### config.mk
export PLATFORM = sky130hd
export DESIGN_NAME = gyro_yaw_rate_command
export DESIGN_NICKNAME = d
export VERILOG_FILES = /design/src/rtl/gyc_pkg.sv /design/src/rtl/gyc_div.sv /design/src/rtl/gyc_mul.sv /design/src/rtl/gyro_yaw_rate_command.sv
export SDC_FILE = /design/constraint.sdc
export NUM_CORES = 2
export LEC_CHECK = 0
export BUFFER_PORTS_ARGS = -buffer_cell sky130_fd_sc_hd__buf_2
export CELL_PAD_IN_SITES_DETAIL_PLACEMENT = 1
export CELL_PAD_IN_SITES_GLOBAL_PLACEMENT = 2
export CORE_UTILIZATION = 42
export DETAILED_ROUTE_END_ITERATION = 12
export PLACE_DENSITY = 0.82
export REMOVE_ABC_BUFFERS = 1
export SYNTH_ARGS = -nofsm -noshare
export SYNTH_HDL_FRONTEND = slang
export SYNTH_SLANG_ARGS = --single-unit
### constraint.sdc
create_clock -name clk_i -period 9.4 [get_ports clk_i]
set_clock_uncertainty 0.05 [all_clocks]
set_input_delay 0.94 -clock clk_i [delete_from_list [all_inputs] [get_ports clk_i]]
set_output_delay 0.94 -clock clk_i [all_outputs]
set_load 0.01 [all_outputs]
### src/rtl/gyc_pkg.sv
// Shared types and constants for the gyro yaw rate command block.
// Used by gyc_div, gyc_mul and gyro_yaw_rate_command; no dependencies.
`default_nettype none

package gyc_pkg;

  localparam int GZ_W      = 16;
  localparam int SUM_W     = 27;
  localparam int CNT_W     = 10;
  localparam int DEN_W     = CNT_W + 1;
  localparam int CAL_FULL  = 1 << CNT_W;
  localparam int DVD_W     = 26;
  localparam int DIV_STEPS = DVD_W;
  localparam int DIV_CNT_W = $clog2(DIV_STEPS);

  localparam int MAG_W     = 39;
  localparam int GAIN_W    = 32;
  localparam int MUL_DIGIT = 8;
  localparam int MUL_STEPS = GAIN_W / MUL_DIGIT;
  localparam int MUL_CNT_W = $clog2(MUL_STEPS);

  localparam int ANGLE_W   = 40;
  localparam int CMD_W     = 16;
  localparam int CMD_MAG_W = CMD_W - 1;
  localparam int CMD_ONE   = 16384;

  localparam int CFG_W     = 39;
  localparam int CFG_IDX_W = 2;
  localparam logic [CFG_IDX_W-1:0] CFG_CAL_COUNT  = 2'd0;
  localparam logic [CFG_IDX_W-1:0] CFG_DEAD_ZONE  = 2'd1;
  localparam logic [CFG_IDX_W-1:0] CFG_FULL_SCALE = 2'd2;
  localparam logic [CFG_IDX_W-1:0] CFG_CMD_GAIN   = 2'd3;

  localparam logic [CNT_W-1:0]  CAL_COUNT_RST  = 10'd10;
  localparam logic [MAG_W-1:0]  DEAD_ZONE_RST  = 39'd130935;
  localparam logic [MAG_W-1:0]  FULL_SCALE_RST = 39'd1178411;
  localparam logic [GAIN_W-1:0] CMD_GAIN_RST   = 32'd59714941;

  typedef enum logic [2:0] {
    ST_IDLE,
    ST_STEP,
    ST_DIV_START,
    ST_DIV_WAIT,
    ST_CLASSIFY,
    ST_MUL_WAIT,
    ST_WRITE
  } gyc_state_e;

  typedef struct packed {
    logic busy;
    logic done;
  } unit_stat_t;

endpackage

`default_nettype wire

### src/rtl/gyc_div.sv
// Bit-serial restoring divider for the gyro bias: rounded |sum| / n, sign restored.
// Depends on gyc_pkg.
`default_nettype none

module gyc_div (
  input  wire logic                                clk_i,
  input  wire logic                                rst_ni,
  input  wire logic                                start_i,
  input  wire logic signed [gyc_pkg::SUM_W-1:0]    sum_i,
  input  wire logic        [gyc_pkg::DEN_W-1:0]    den_i,
  output gyc_pkg::unit_stat_t                      stat_o,
  output logic signed      [gyc_pkg::GZ_W-1:0]     quot_o
);

  localparam int SUM_W = gyc_pkg::SUM_W;
  localparam int DEN_W = gyc_pkg::DEN_W;
  localparam int DVD_W = gyc_pkg::DVD_W;
  localparam int GZ_W  = gyc_pkg::GZ_W;
  localparam int TRY_W = DEN_W + 1;

  logic                            busy_q, busy_d;
  logic                            done_q, done_d;
  logic [gyc_pkg::DIV_CNT_W-1:0]   cnt_q, cnt_d;
  logic                            neg_q, neg_d;
  logic [DEN_W-1:0]                den_q, den_d;
  logic [DEN_W-1:0]                rem_q, rem_d;
  logic [DVD_W-1:0]                dvd_q, dvd_d;

  logic [SUM_W-1:0]                sum_mag;
  logic [TRY_W-1:0]                trial;
  logic                            fits;
  logic                            last;

  always_comb begin
    sum_mag = sum_i[SUM_W-1] ? SUM_W'(-sum_i) : SUM_W'(sum_i);
    trial   = {rem_q, dvd_q[DVD_W-1]};
    fits    = trial >= TRY_W'(den_q);
    last    = cnt_q == gyc_pkg::DIV_CNT_W'(gyc_pkg::DIV_STEPS - 1);

    busy_d = busy_q;
    done_d = 1'b0;
    cnt_d  = cnt_q;
    neg_d  = neg_q;
    den_d  = den_q;
    rem_d  = rem_q;
    dvd_d  = dvd_q;
    if (busy_q) begin
      rem_d = fits ? DEN_W'(trial - TRY_W'(den_q)) : DEN_W'(trial);
      dvd_d = {dvd_q[DVD_W-2:0], fits};
      cnt_d = cnt_q + 1'b1;
      if (last) begin
        busy_d = 1'b0;
        done_d = 1'b1;
      end
    end else if (start_i) begin
      busy_d = 1'b1;
      cnt_d  = '0;
      neg_d  = sum_i[SUM_W-1];
      den_d  = den_i;
      rem_d  = '0;
      dvd_d  = DVD_W'(sum_mag + SUM_W'(den_i >> 1));
    end
  end

  always_ff @(posedge clk_i or negedge rst_ni) begin
    if (!rst_ni) begin
      busy_q <= 1'b0;
      done_q <= 1'b0;
      cnt_q  <= '0;
    end else begin
      busy_q <= busy_d;
      done_q <= done_d;
      cnt_q  <= cnt_d;
    end
  end

  always_ff @(posedge clk_i) begin
    neg_q <= neg_d;
    den_q <= den_d;
    rem_q <= rem_d;
    dvd_q <= dvd_d;
  end

  assign stat_o.busy = busy_q;
  assign stat_o.done = done_q;
  assign quot_o = neg_q ? -$signed(dvd_q[GZ_W-1:0]) : $signed(dvd_q[GZ_W-1:0]);

endmodule

`default_nettype wire

### src/rtl/gyc_mul.sv
// Digit-serial multiplier for the ramp command: |yaw| * gain, 8 gain bits per cycle,
// rounded at bit 32 and clamped to one. Depends on gyc_pkg.
`default_nettype none

module gyc_mul (
  input  wire logic                              clk_i,
  input  wire logic                              rst_ni,
  input  wire logic                              start_i,
  input  wire logic [gyc_pkg::MAG_W-1:0]         mag_i,
  input  wire logic [gyc_pkg::GAIN_W-1:0]        gain_i,
  output gyc_pkg::unit_stat_t                    stat_o,
  output logic      [gyc_pkg::CMD_MAG_W-1:0]     cmd_mag_o
);

  localparam int MAG_W  = gyc_pkg::MAG_W;
  localparam int GAIN_W = gyc_pkg::GAIN_W;
  localparam int DIG_W  = gyc_pkg::MUL_DIGIT;
  localparam int HI_W   = MAG_W + 1;
  localparam int PP_W   = MAG_W + DIG_W;
  localparam int SUM_W  = PP_W + 1;
  localparam logic [HI_W-1:0] ONE_WIDE = HI_W'(gyc_pkg::CMD_ONE);

  logic                            busy_q, busy_d;
  logic                            done_q, done_d;
  logic [gyc_pkg::MUL_CNT_W-1:0]   cnt_q, cnt_d;
  logic [MAG_W-1:0]                mag_q, mag_d;
  logic [GAIN_W-1:0]               gain_q, gain_d;
  logic [HI_W-1:0]                 hi_q, hi_d;
  logic [GAIN_W-1:0]               lo_q, lo_d;

  logic [PP_W-1:0]                 part;
  logic [SUM_W-1:0]                sum;
  logic [HI_W-1:0]                 rnd;

  always_comb begin
    part = PP_W'(mag_q) * PP_W'(gain_q[DIG_W-1:0]);
    sum  = SUM_W'(hi_q) + SUM_W'(part);

    busy_d = busy_q;
    done_d = 1'b0;
    cnt_d  = cnt_q;
    mag_d  = mag_q;
    gain_d = gain_q;
    hi_d   = hi_q;
    lo_d   = lo_q;
    if (busy_q) begin
      hi_d   = sum[SUM_W-1:DIG_W];
      lo_d   = {sum[DIG_W-1:0], lo_q[GAIN_W-1:DIG_W]};
      gain_d = gain_q >> DIG_W;
      cnt_d  = cnt_q + 1'b1;
      if (cnt_q == gyc_pkg::MUL_CNT_W'(gyc_pkg::MUL_STEPS - 1)) begin
        busy_d = 1'b0;
        done_d = 1'b1;
      end
    end else if (start_i) begin
      busy_d = 1'b1;
      cnt_d  = '0;
      mag_d  = mag_i;
      gain_d = gain_i;
      hi_d   = '0;
    end
  end

  always_ff @(posedge clk_i or negedge rst_ni) begin
    if (!rst_ni) begin
      busy_q <= 1'b0;
      done_q <= 1'b0;
      cnt_q  <= '0;
    end else begin
      busy_q <= busy_d;
      done_q <= done_d;
      cnt_q  <= cnt_d;
    end
  end

  always_ff @(posedge clk_i) begin
    mag_q  <= mag_d;
    gain_q <= gain_d;
    hi_q   <= hi_d;
    lo_q   <= lo_d;
  end

  always_comb begin
    rnd       = hi_q + HI_W'(lo_q[GAIN_W-1]);
    cmd_mag_o = (rnd > ONE_WIDE) ? ONE_WIDE[gyc_pkg::CMD_MAG_W-1:0]
                                 : rnd[gyc_pkg::CMD_MAG_W-1:0];
  end

  assign stat_o.busy = busy_q;
  assign stat_o.done = done_q;

endmodule

`default_nettype wire

### src/rtl/gyro_yaw_rate_command.sv
// Channel  Handshake                  Beat payload
// in       in_valid_i / in_stall_o    gyro_z_i
// out      out_valid_o / out_stall_i  calibrating_o, yaw_angle_o, yaw_command_o
// cfg      cfg_we_i                   cfg_idx_i, cfg_data_i
//
// Calibration beat: step, then write; the beat that closes calibration also runs
// the bit-serial bias divider (one quotient bit per cycle, 26 bits) before the write.
// Tracking beat: step, classify, write; the ramp adds the gain multiply (8 bits a cycle).
// A finished beat waits in the output register; a new input beat is taken meanwhile.
// Reset clears the calibration state, the accumulator and the registers to defaults.
// Top level: bias calibration, saturating yaw accumulator and command mapping.
// Depends on gyc_pkg, gyc_div, gyc_mul.
`default_nettype none

module gyro_yaw_rate_command #(
  parameter int ACCUM_WIDTH = 40
) (
  input  wire logic                                  clk_i,
  input  wire logic                                  rst_ni,
  input  wire logic                                  cfg_we_i,
  input  wire logic        [gyc_pkg::CFG_IDX_W-1:0]  cfg_idx_i,
  input  wire logic        [gyc_pkg::CFG_W-1:0]      cfg_data_i,
  input  wire logic                                  in_valid_i,
  output logic                                       in_stall_o,
  input  wire logic signed [gyc_pkg::GZ_W-1:0]       gyro_z_i,
  output logic                                       out_valid_o,
  input  wire logic                                  out_stall_i,
  output logic                                       calibrating_o,
  output logic signed      [gyc_pkg::ANGLE_W-1:0]    yaw_angle_o,
  output logic signed      [gyc_pkg::CMD_W-1:0]      yaw_command_o
);

  localparam int GZ_W      = gyc_pkg::GZ_W;
  localparam int DLT_W     = GZ_W + 1;
  localparam int SUM_W     = gyc_pkg::SUM_W;
  localparam int CNT_W     = gyc_pkg::CNT_W;
  localparam int DEN_W     = gyc_pkg::DEN_W;
  localparam int MAG_W     = gyc_pkg::MAG_W;
  localparam int GAIN_W    = gyc_pkg::GAIN_W;
  localparam int CMD_W     = gyc_pkg::CMD_W;
  localparam int ANGLE_W   = gyc_pkg::ANGLE_W;
  localparam int ACC_EXT_W = ACCUM_WIDTH + 1;
  localparam int CMP_W     = (ACCUM_WIDTH > MAG_W) ? ACCUM_WIDTH : MAG_W;
  localparam logic signed [CMD_W-1:0] CMD_ONE = CMD_W'(gyc_pkg::CMD_ONE);
  localparam logic [ACCUM_WIDTH-1:0] ACC_MAX = {1'b0, {(ACCUM_WIDTH-1){1'b1}}};
  localparam logic [ACCUM_WIDTH-1:0] ACC_MIN = {1'b1, {(ACCUM_WIDTH-1){1'b0}}};

  gyc_pkg::gyc_state_e state_q, state_d;

  logic [CNT_W-1:0]               cal_count_q;
  logic [MAG_W-1:0]               dead_zone_q;
  logic [MAG_W-1:0]               full_scale_q;
  logic [GAIN_W-1:0]              cmd_gain_q;

  logic                           cal_phase_q, cal_phase_d;
  logic [CNT_W-1:0]               cnt_q, cnt_d;
  logic signed [SUM_W-1:0]        bias_sum_q, bias_sum_d;
  logic signed [GZ_W-1:0]         bias_q, bias_d;
  logic signed [ACCUM_WIDTH-1:0]  acc_q, acc_d;
  logic signed [GZ_W-1:0]         gz_q, gz_d;
  logic                           res_cal_q, res_cal_d;
  logic                           res_neg_q, res_neg_d;
  logic signed [CMD_W-1:0]        res_cmd_q, res_cmd_d;
  logic                           out_valid_q, out_valid_d;
  logic                           out_load;

  logic [DEN_W-1:0]               cnt_next;
  logic [DEN_W-1:0]               cal_target;
  logic                           cal_done;
  logic signed [DLT_W-1:0]        dlt;
  logic signed [ACC_EXT_W-1:0]    diff;
  logic                           acc_ovf;
  logic [ACCUM_WIDTH-1:0]         acc_mag;
  logic                           in_dead;
  logic                           in_sat;
  logic                           in_ramp;

  logic                           div_start;
  logic [DEN_W-1:0]               div_den;
  gyc_pkg::unit_stat_t            div_stat;
  logic signed [GZ_W-1:0]         div_quot;
  logic                           mul_start;
  gyc_pkg::unit_stat_t            mul_stat;
  logic [gyc_pkg::CMD_MAG_W-1:0]  mul_mag;

  always_ff @(posedge clk_i or negedge rst_ni) begin
    if (!rst_ni) begin
      cal_count_q  <= gyc_pkg::CAL_COUNT_RST;
      dead_zone_q  <= gyc_pkg::DEAD_ZONE_RST;
      full_scale_q <= gyc_pkg::FULL_SCALE_RST;
      cmd_gain_q   <= gyc_pkg::CMD_GAIN_RST;
    end else if (cfg_we_i) begin
      unique case (cfg_idx_i)
        gyc_pkg::CFG_CAL_COUNT:  cal_count_q  <= cfg_data_i[CNT_W-1:0];
        gyc_pkg::CFG_DEAD_ZONE:  dead_zone_q  <= cfg_data_i[MAG_W-1:0];
        gyc_pkg::CFG_FULL_SCALE: full_scale_q <= cfg_data_i[MAG_W-1:0];
        gyc_pkg::CFG_CMD_GAIN:   cmd_gain_q   <= cfg_data_i[GAIN_W-1:0];
        default: ;
      endcase
    end
  end

  always_comb begin
    cnt_next   = DEN_W'(cnt_q) + 1'b1;
    cal_target = (cal_count_q == '0) ? DEN_W'(gyc_pkg::CAL_FULL) : DEN_W'(cal_count_q);
    cal_done   = cnt_next >= cal_target;
    div_den    = (cnt_q == '0) ? DEN_W'(gyc_pkg::CAL_FULL) : DEN_W'(cnt_q);

    dlt     = DLT_W'(gz_q) - DLT_W'(bias_q);
    diff    = ACC_EXT_W'(acc_q) - ACC_EXT_W'(dlt);
    acc_ovf = diff[ACCUM_WIDTH] != diff[ACCUM_WIDTH-1];

    acc_mag = acc_q[ACCUM_WIDTH-1] ? ACCUM_WIDTH'(-acc_q) : ACCUM_WIDTH'(acc_q);
    in_dead = CMP_W'(acc_mag) < CMP_W'(dead_zone_q);
    in_sat  = CMP_W'(acc_mag) > CMP_W'(full_scale_q);
    in_ramp = !in_dead && !in_sat;
  end

  // next state
  always_comb begin
    state_d = state_q;
    unique case (state_q)
      gyc_pkg::ST_IDLE:      if (in_valid_i) state_d = gyc_pkg::ST_STEP;
      gyc_pkg::ST_STEP: begin
        if (!cal_phase_q)  state_d = gyc_pkg::ST_CLASSIFY;
        else if (cal_done) state_d = gyc_pkg::ST_DIV_START;
        else               state_d = gyc_pkg::ST_WRITE;
      end
      gyc_pkg::ST_DIV_START: state_d = gyc_pkg::ST_DIV_WAIT;
      gyc_pkg::ST_DIV_WAIT:  if (div_stat.done) state_d = gyc_pkg::ST_WRITE;
      gyc_pkg::ST_CLASSIFY:  state_d = in_ramp ? gyc_pkg::ST_MUL_WAIT : gyc_pkg::ST_WRITE;
      gyc_pkg::ST_MUL_WAIT:  if (mul_stat.done) state_d = gyc_pkg::ST_WRITE;
      gyc_pkg::ST_WRITE:     if (!out_valid_q || !out_stall_i) state_d = gyc_pkg::ST_IDLE;
      default:               state_d = gyc_pkg::ST_IDLE;
    endcase
  end

  // outputs and datapath
  always_comb begin
    in_stall_o  = state_q != gyc_pkg::ST_IDLE;
    div_start   = state_q == gyc_pkg::ST_DIV_START;
    mul_start   = (state_q == gyc_pkg::ST_CLASSIFY) && in_ramp;
    out_load    = (state_q == gyc_pkg::ST_WRITE) && (!out_valid_q || !out_stall_i);
    out_valid_d = out_load || (out_valid_q && out_stall_i);

    gz_d        = gz_q;
    cal_phase_d = cal_phase_q;
    cnt_d       = cnt_q;
    bias_sum_d  = bias_sum_q;
    bias_d      = bias_q;
    acc_d       = acc_q;
    res_cal_d   = res_cal_q;
    res_neg_d   = res_neg_q;
    res_cmd_d   = res_cmd_q;

    unique case (state_q)
      gyc_pkg::ST_IDLE: begin
        if (in_valid_i) gz_d = gyro_z_i;
      end
      gyc_pkg::ST_STEP: begin
        res_cal_d = cal_phase_q;
        res_cmd_d = '0;
        if (cal_phase_q) begin
          bias_sum_d = bias_sum_q + SUM_W'(gz_q);
          cnt_d      = cnt_next[CNT_W-1:0];
          if (cal_done) cal_phase_d = 1'b0;
        end else begin
          acc_d = acc_ovf ? (diff[ACCUM_WIDTH] ? ACC_MIN : ACC_MAX)
                          : diff[ACCUM_WIDTH-1:0];
        end
      end
      gyc_pkg::ST_DIV_WAIT: begin
        if (div_stat.done) bias_d = div_quot;
      end
      gyc_pkg::ST_CLASSIFY: begin
        res_neg_d = acc_q[ACCUM_WIDTH-1];
        if (in_dead)     res_cmd_d = '0;
        else if (in_sat) res_cmd_d = acc_q[ACCUM_WIDTH-1] ? -CMD_ONE : CMD_ONE;
      end
      gyc_pkg::ST_MUL_WAIT: begin
        if (mul_stat.done) begin
          res_cmd_d = res_neg_q ? -$signed(CMD_W'(mul_mag)) : $signed(CMD_W'(mul_mag));
        end
      end
      default: ;
    endcase
  end

  always_ff @(posedge clk_i or negedge rst_ni) begin
    if (!rst_ni) begin
      state_q     <= gyc_pkg::ST_IDLE;
      cal_phase_q <= 1'b1;
      cnt_q       <= '0;
      bias_sum_q  <= '0;
      bias_q      <= '0;
      acc_q       <= '0;
      out_valid_q <= 1'b0;
    end else begin
      state_q     <= state_d;
      cal_phase_q <= cal_phase_d;
      cnt_q       <= cnt_d;
      bias_sum_q  <= bias_sum_d;
      bias_q      <= bias_d;
      acc_q       <= acc_d;
      out_valid_q <= out_valid_d;
    end
  end

  always_ff @(posedge clk_i) begin
    gz_q      <= gz_d;
    res_cal_q <= res_cal_d;
    res_neg_q <= res_neg_d;
    res_cmd_q <= res_cmd_d;
    if (out_load) begin
      calibrating_o <= res_cal_q;
      yaw_angle_o   <= ANGLE_W'(acc_q);
      yaw_command_o <= res_cmd_q;
    end
  end

  assign out_valid_o = out_valid_q;

  gyc_div u_div (
    .clk_i   (clk_i),
    .rst_ni  (rst_ni),
    .start_i (div_start),
    .sum_i   (bias_sum_q),
    .den_i   (div_den),
    .stat_o  (div_stat),
    .quot_o  (div_quot)
  );

  gyc_mul u_mul (
    .clk_i     (clk_i),
    .rst_ni    (rst_ni),
    .start_i   (mul_start),
    .mag_i     (MAG_W'(acc_mag)),
    .gain_i    (cmd_gain_q),
    .stat_o    (mul_stat),
    .cmd_mag_o (mul_mag)
  );

`ifndef SYNTH
  // accumulator frozen while collecting bias samples
  a_acc_frozen_cal: assert property (@(posedge clk_i) disable iff (!rst_ni)
    cal_phase_q |=> acc_q == $past(acc_q))
    else $error("yaw accumulator moved during calibration");

  a_cal_cmd_zero: assert property (@(posedge clk_i) disable iff (!rst_ni)
    out_valid_o && calibrating_o |-> yaw_command_o == '0)
    else $error("calibration beat carries a command");

  a_cmd_range: assert property (@(posedge clk_i) disable iff (!rst_ni)
    out_valid_o |-> (yaw_command_o <= CMD_ONE) && (yaw_command_o >= -CMD_ONE))
    else $error("command outside +/-1.0");

  a_mul_active: assert property (@(posedge clk_i) disable iff (!rst_ni)
    state_q == gyc_pkg::ST_MUL_WAIT |-> mul_stat.busy || mul_stat.done)
    else $error("waiting on idle multiplier");
`endif

endmodule

`default_nettype wire
## After elaboration in Yosys (flattened, before gate mapping)

Index checks and enable logic that the tools add are counted.

| cells by class | value |
|---|---|
| reduce and logical (&&, ||, !) cells | 30 |
| muxes and demuxes | 47 |
| $mul | 1 |
| eq/ne operators | 17 |
| $add $sub $neg | 14 |
| order comparisons | 5 |
| bitwise logic cells | 3 |

Operators by type and width:

| kind | count |
|---|---|
| $mux 40 | 5 |
| $mux 16 | 6 |
| $mux 26 | 3 |
| $mux 11 | 5 |
| $add 40x47->48 | 1 |
| $mux 24 | 2 |
| $pmux 16 s3 | 1 |
| $mul 39x8->47 | 1 |
| $sub 40x17->41 | 1 |
| $add 40x1->40 | 1 |
| $gt 40x15->1 const B | 1 |
| $gt 40x39->1 | 1 |
| $lt 40x39->1 | 1 |
| $neg 40->40 | 1 |
| $add 27x16->27 | 1 |
| $add 26x10->26 | 1 |
| $neg 26->26 | 1 |
| $pmux 3 s7 | 1 |
| $logic_not 10->1 | 2 |
| $reduce_and 2->1 | 10 |
| $mux 3 | 6 |
| $sub 16x16->17 | 1 |
| $neg 15->16 | 1 |
| $neg 16->16 | 1 |
| other kinds (30) | 62 |

| word-level totals | value |
|---|---|
| output and inout bits | 59 |
| input port bits | 62 |
| flip-flop bits (word level) | 512 |

## Logic depth before layout (Yosys ltp)

| logic depth | value |
|---|---|
| word-level depth | 8 |
| gate-level depth with buffers | 24 |
| mapped depth without buffers | 21 |

## By module

A second synthesis with hierarchy kept.

| unflattened totals | value |
|---|---|
| cells, all modules | 4,107 |
| area, all modules | 40,343.7 µm² |

By module, submodules not included:

| module | sequential area each (µm²) | area each (µm²) | times used | cells each |
|---|---|---|---|---|
| gyro_yaw_rate_command | 8,247.9 | 19,705.1 | 1 | 1,935 |
| gyc_mul | 3,383.2 | 15,936.5 | 1 | 1,655 |
| gyc_div | 1,646.6 | 4,702.0 | 1 | 517 |

## Worst setup path after synthesis

No wires, ideal clock.

| timing path | value |
|---|---|
| path type | reg-to-reg |
| start | register acc_q[8] |
| end | register res_cmd_q[0], enable pin |
| clock period less this slack | 7,733 ps |
| path buffers | 0 |
| path slack | 1,667 ps |
| data arrival time | 7,205 ps |
| setup time | 478 ps |
| cell stages (with the launch flop) | 16 |
| required time | 8,872 ps |
| cell sequence | dfrtp_1 -> or4_4 -> or4_4 -> or4_4 -> or4_4 -> or4_4 -> o41ai_1 -> xnor2_1 -> ha_1 -> and3_1 -> nand3_1 -> o31ai_1 -> o21ai_0 -> a21oi_1 -> nor4_4 -> a2111oi_0 |

| on the way | value |
|---|---|
| cells in the longest elaborated chain, start to end | 5 |
| elaborated cells between the ends (all ways) | 6 |
| those cells by class | add/sub: 1; order compare: 2; eq/ne: 1; mux: 1; reduce/logical: 1 |

RTL lines:

| element | line | source |
|---|---|---|
| start, declared | gyro_yaw_rate_command.sv:59 | `logic signed [ACCUM_WIDTH-1:0] acc_q, acc_d;` |
| start signal, assigned | gyro_yaw_rate_command.sv:196 | `acc_q <= '0;` |
| start signal, assigned | gyro_yaw_rate_command.sv:204 | `acc_q <= acc_d;` |
| $neg 40->40 (*) | gyro_yaw_rate_command.sv:113 | `acc_mag = acc_q[ACCUM_WIDTH-1] ? ACCUM_WIDTH'(-acc_q) : ACCUM_WIDTH'(acc_q);` |
| $mux 40 (*) | gyro_yaw_rate_command.sv:113 |  |
| named net acc_mag[37] | gyro_yaw_rate_command.sv:73 | `logic [ACCUM_WIDTH-1:0] acc_mag;` |
| $lt 40x39->1 or $gt 40x39->1 (tied branches) | gyro_yaw_rate_command.sv:114, gyro_yaw_rate_command.sv:115 |  |
| $ne 3x3->1 (no line) (*) | - |  |
| $reduce_and 3->1 (no line) (*) | - |  |
| end signal, assigned | gyro_yaw_rate_command.sv:213 | `res_cmd_q <= res_cmd_d;` |
| end, declared | gyro_yaw_rate_command.sv:63 | `logic signed [CMD_W-1:0] res_cmd_q, res_cmd_d;` |

The timed path passes the listed nets; every way through them passes the cells marked *.
A chain may end at the register's enable or synchronous reset.

## Worst setup path after layout

| timing path | value |
|---|---|
| start | register acc_q[8] |
| end | register u_mul.hi_q[36], enable pin |

| on the way | value |
|---|---|
| cells in the longest elaborated chain, start to end | 7 |
| elaborated cells between the ends (all ways) | 9 |
| those cells by class | add/sub: 1; order compare: 2; mux: 1; reduce/logical: 5 |

RTL lines:

| element | line | source |
|---|---|---|
| $neg 40->40 (*) | gyro_yaw_rate_command.sv:113 |  |
| $mux 40 (*) | gyro_yaw_rate_command.sv:113 |  |
| named net acc_mag[35] | gyro_yaw_rate_command.sv:73 |  |
| $lt 40x39->1 or $gt 40x39->1 (tied branches) | gyro_yaw_rate_command.sv:114, gyro_yaw_rate_command.sv:115 |  |
| $logic_not 1->1 | gyro_yaw_rate_command.sv:116 | `in_ramp = !in_dead && !in_sat;` |
| $logic_and 1x1->1 (*) | gyro_yaw_rate_command.sv:116 |  |
| $logic_and 1x1->1 (*) | gyro_yaw_rate_command.sv:142 | `mul_start = (state_q == gyc_pkg::ST_CLASSIFY) && in_ramp;` |
| $reduce_bool 2->1 (no line) (*) | - |  |
| end signal, assigned | gyc_mul.sv:79 | `hi_q <= hi_d;` |
| end, declared | gyc_mul.sv:28 | `logic [HI_W-1:0] hi_q, hi_d;` |

Marks and branches as above.

==> results.json <==
{
  "die_area_um2": 94300,
  "fin_tns_setup_ns": 0,
  "cts_tree": "yes",
  "hold_path_class": "primary input to async pin",
  "cp.buffers_inverters": 2,
  "yosysTopAreaCellShare": 0.187,
  "yosys-top-cells-count": "inv_1, nand2_1, fa_1",
  "cts_max_level": 2,
  "route.vias.total": 27800,
  "synthArstFlopShare": 0.476,
  "clk_pin_slew_ns": 0.06,
  "synth_area_leaders": "edfxtp_1, fa_1, dfrtp_1, ha_1, inv_1",
  "first_iter_violations": 1335,
  "met1_length_um": 50700,
  "area_growth_pct": 10.3,
  "rsz0062_at_grt": "no",
  "clock_path_buffers": 3,
  "core_area_um2": 91900,
  "synth_area_per_cell_um2": 9.96,
  "vias_per_cell": 5.26,
  "critPathMaxStageDelay_ns": 0.65,
  "gp_congestion": 0.847,
  "seq_area_um2": 13300,
  "cts_root_buf": "clkbuf_16",
  "cts_setup_buffers": 0,
  "row_count": 111,
  "initial_core_util": 0.425,
  "start_kind": "flop",
  "nets": 4619,
  "cp.arrival_ns": 7.21,
  "yosysWarnings": 0,
  "worst_setup_path_end_kind": "flop",
  "die_h_um": 307,
  "cap_violations": 0,
  "clk_latency_ns": 0.68,
  "cts_resized": 0,
  "synthFlopType": "edfxtp_1",
  "highest_layer": "met4",
  "syn-cell-area_um2": 39100,
  "grt_pass1_wl_um": 169000,
  "dp_hpwl_um": 82200,
  "clock_sinks": 481,
  "wl_per_cell_um": 19.8,
  "slew_headroom": 0.207,
  "syn_inst": 3925,
  "yosysSeqAreaShare": 0.340,
  "wl_um": 105000,
  "status": "finished clean",
  "cp_top_family": "simple AND/OR/NAND/NOR gates",
  "grt_max_degree": 80,
  "setup-violations-final": 0,
  "crit_fanout": 26,
  "route.met2.wl_um": 48900,
  "die_width_um": 307,
  "fin_crit_ns": 6.93,
  "numCtsBuffers": 58,
  "drive_gt1_frac": 0.117,
  "hold_buffers": 0,
  "drc": 0,
  "worstMarginPinSlew_ns": 1.19,
  "grt_use_total": 0.227,
  "yosys.area.top_type": "edfxtp_1",
  "synth.most_common_cell": "inv_1",
  "multi_input_area_um2": 23100,
  "synth_seq_cells": 481,
  "drt_pre_antenna_iters": 5,
  "ios": 121,
  "finalCritPeriodShare": 0.738,
  "synth_edf_count": 244,
  "drv_slew": 0,
  "antenna_found_initial": 4,
  "timing.fmax_mhz": 144,
  "hold_violations": 0,
  "ant_nets": 0,
  "worstPathCellList": "or4_4, or4_4, or4_4, or4_4, or4_4, o21ai_0, xnor2_1, ha_1, and4_1, a21oi_1, nand2_1, a221oi_1, o31ai_1, a211oi_1, a21oi_1, nor4_4, buf_4, or2_2, buf_4",
  "grt.overflow.total": 0,
  "grt_pass1_vias": 30100,
  "critical_path.slowest_cell": "or2_2",
  "synth_cell_type_count": 73,
  "cp_common_cell": "or4_4",
  "wl_met3_um": 2780,
  "required_ns": 9.68,
  "fill_cells": 10400,
  "path_class": "flop to flop",
  "io_buffers": 120
}
## logic make-up (layout without fill, tap and decap cells)
logic type / count (synthesis) / count (layout) / share of synthesized area
buf+inv: 748 / 871 / 0.0721
xor+xnor: 244 / 244 / 0.0547
mux: 150 / 150 / 0.0428
simple gates: 1035 / 1035 / 0.136
flops: 481 / 481 / 0.340
other cells: 0 / 1 / 0
compound gates: 673 / 673 / 0.108
fa+ha+maj: 594 / 594 / 0.246
## sequential cells by signal, indices dropped and copies added, names as in the netlist, 26 cells and up
signal / count
acc_q: 40
bias_sum_q: 27
cmd_gain_q: 32
dead_zone_q: 39
full_scale_q: 39
u_div.dvd_q: 26
u_mul.gain_q: 32
u_mul.hi_q: 40
u_mul.mag_q: 39
yaw_angle_o: 40
## layout make-up
| type | instances | share of cell area |
|---|---|---|
| clock inverter | 39 | 0.0113 |
| inverter | 610 | 0.0531 |
| multi-input combinational | 2696 | 0.535 |
| antenna | 1 | 0.0000580 |
| sequential | 481 | 0.308 |
| tap | 1243 | 0.0361 |
| clock buffer | 71 | 0.0369 |
| timing repair buffer | 151 | 0.0196 |
## path summary, 6_finish.rpt
| check | start | end | slack [ns] | cells after the start |
|---|---|---|---|---|
| setup / recovery | acc_q[8] | u_mul.hi_q[36] | 2.47 | 19 |
| setup reg to reg | acc_q[8] | u_mul.hi_q[36] | 2.47 | 19 |
| hold / removal | rst_ni | bias_sum_q[21] | 0.15 | 1 |
| hold reg to reg | res_cmd_q[14] | yaw_command_o[14] | 0.37 | 0 |
| min in group clk_i | res_cmd_q[14] | yaw_command_o[14] | 0.37 | 0 |
| max in group asynchronous | rst_ni | full_scale_q[24] | 7.05 | 3 |
## layer usage
metal / vias up / global-route usage
li1: 13200 / -
met1: 14100 / 0.321
met2: 329 / 0.375
met3: 110 / 0.0251
met4: 0 / 0.0524
met5: - / 0
## metrics by stage
step                cells  setup slack [ns]  area (µm²)   util  hold slack [ns]
CTS                  5291              2.46       43100  0.469            0.133
global route         5292              2.18       43100  0.469            0.163
detailed placement   5181              2.55       41000  0.446            0.356
floorplan            3787              1.59       38600      -            0.350
finish               5292              2.47       43100  0.469            0.147
global placement     5181              2.61       41000  0.446            0.351
## cell usage in the layout (no fill, tap or decap), drive strengths merged, types with 138 or more instances in the layout
cell type  instances
o21ai            214
inv              614
xnor2            158
and2             261
buf              151
a21oi            150
mux2             138
ha               255
edfxtp           244
fa               304
dfrtp            181
nand2            348
## worst reg2reg max path, stage by stage (launching register included)
cell      delay, ns
dfrtp_1        0.45
or4_4          0.55
or4_4          0.55
or4_4          0.49
or4_4          0.45
or4_4          0.46
o21ai_0        0.22
xnor2_1        0.24
ha_1           0.33
and4_1         0.20
a21oi_1        0.14
nand2_1        0.08
a221oi_1       0.29
o31ai_1        0.16
a211oi_1       0.22
a21oi_1        0.16
nor4_4         0.15
buf_4          0.30
or2_2          0.65
buf_4          0.43
Power is not shown: default switching activity piles up to over one toggle a cycle in this logic, so the estimate is an artifact.
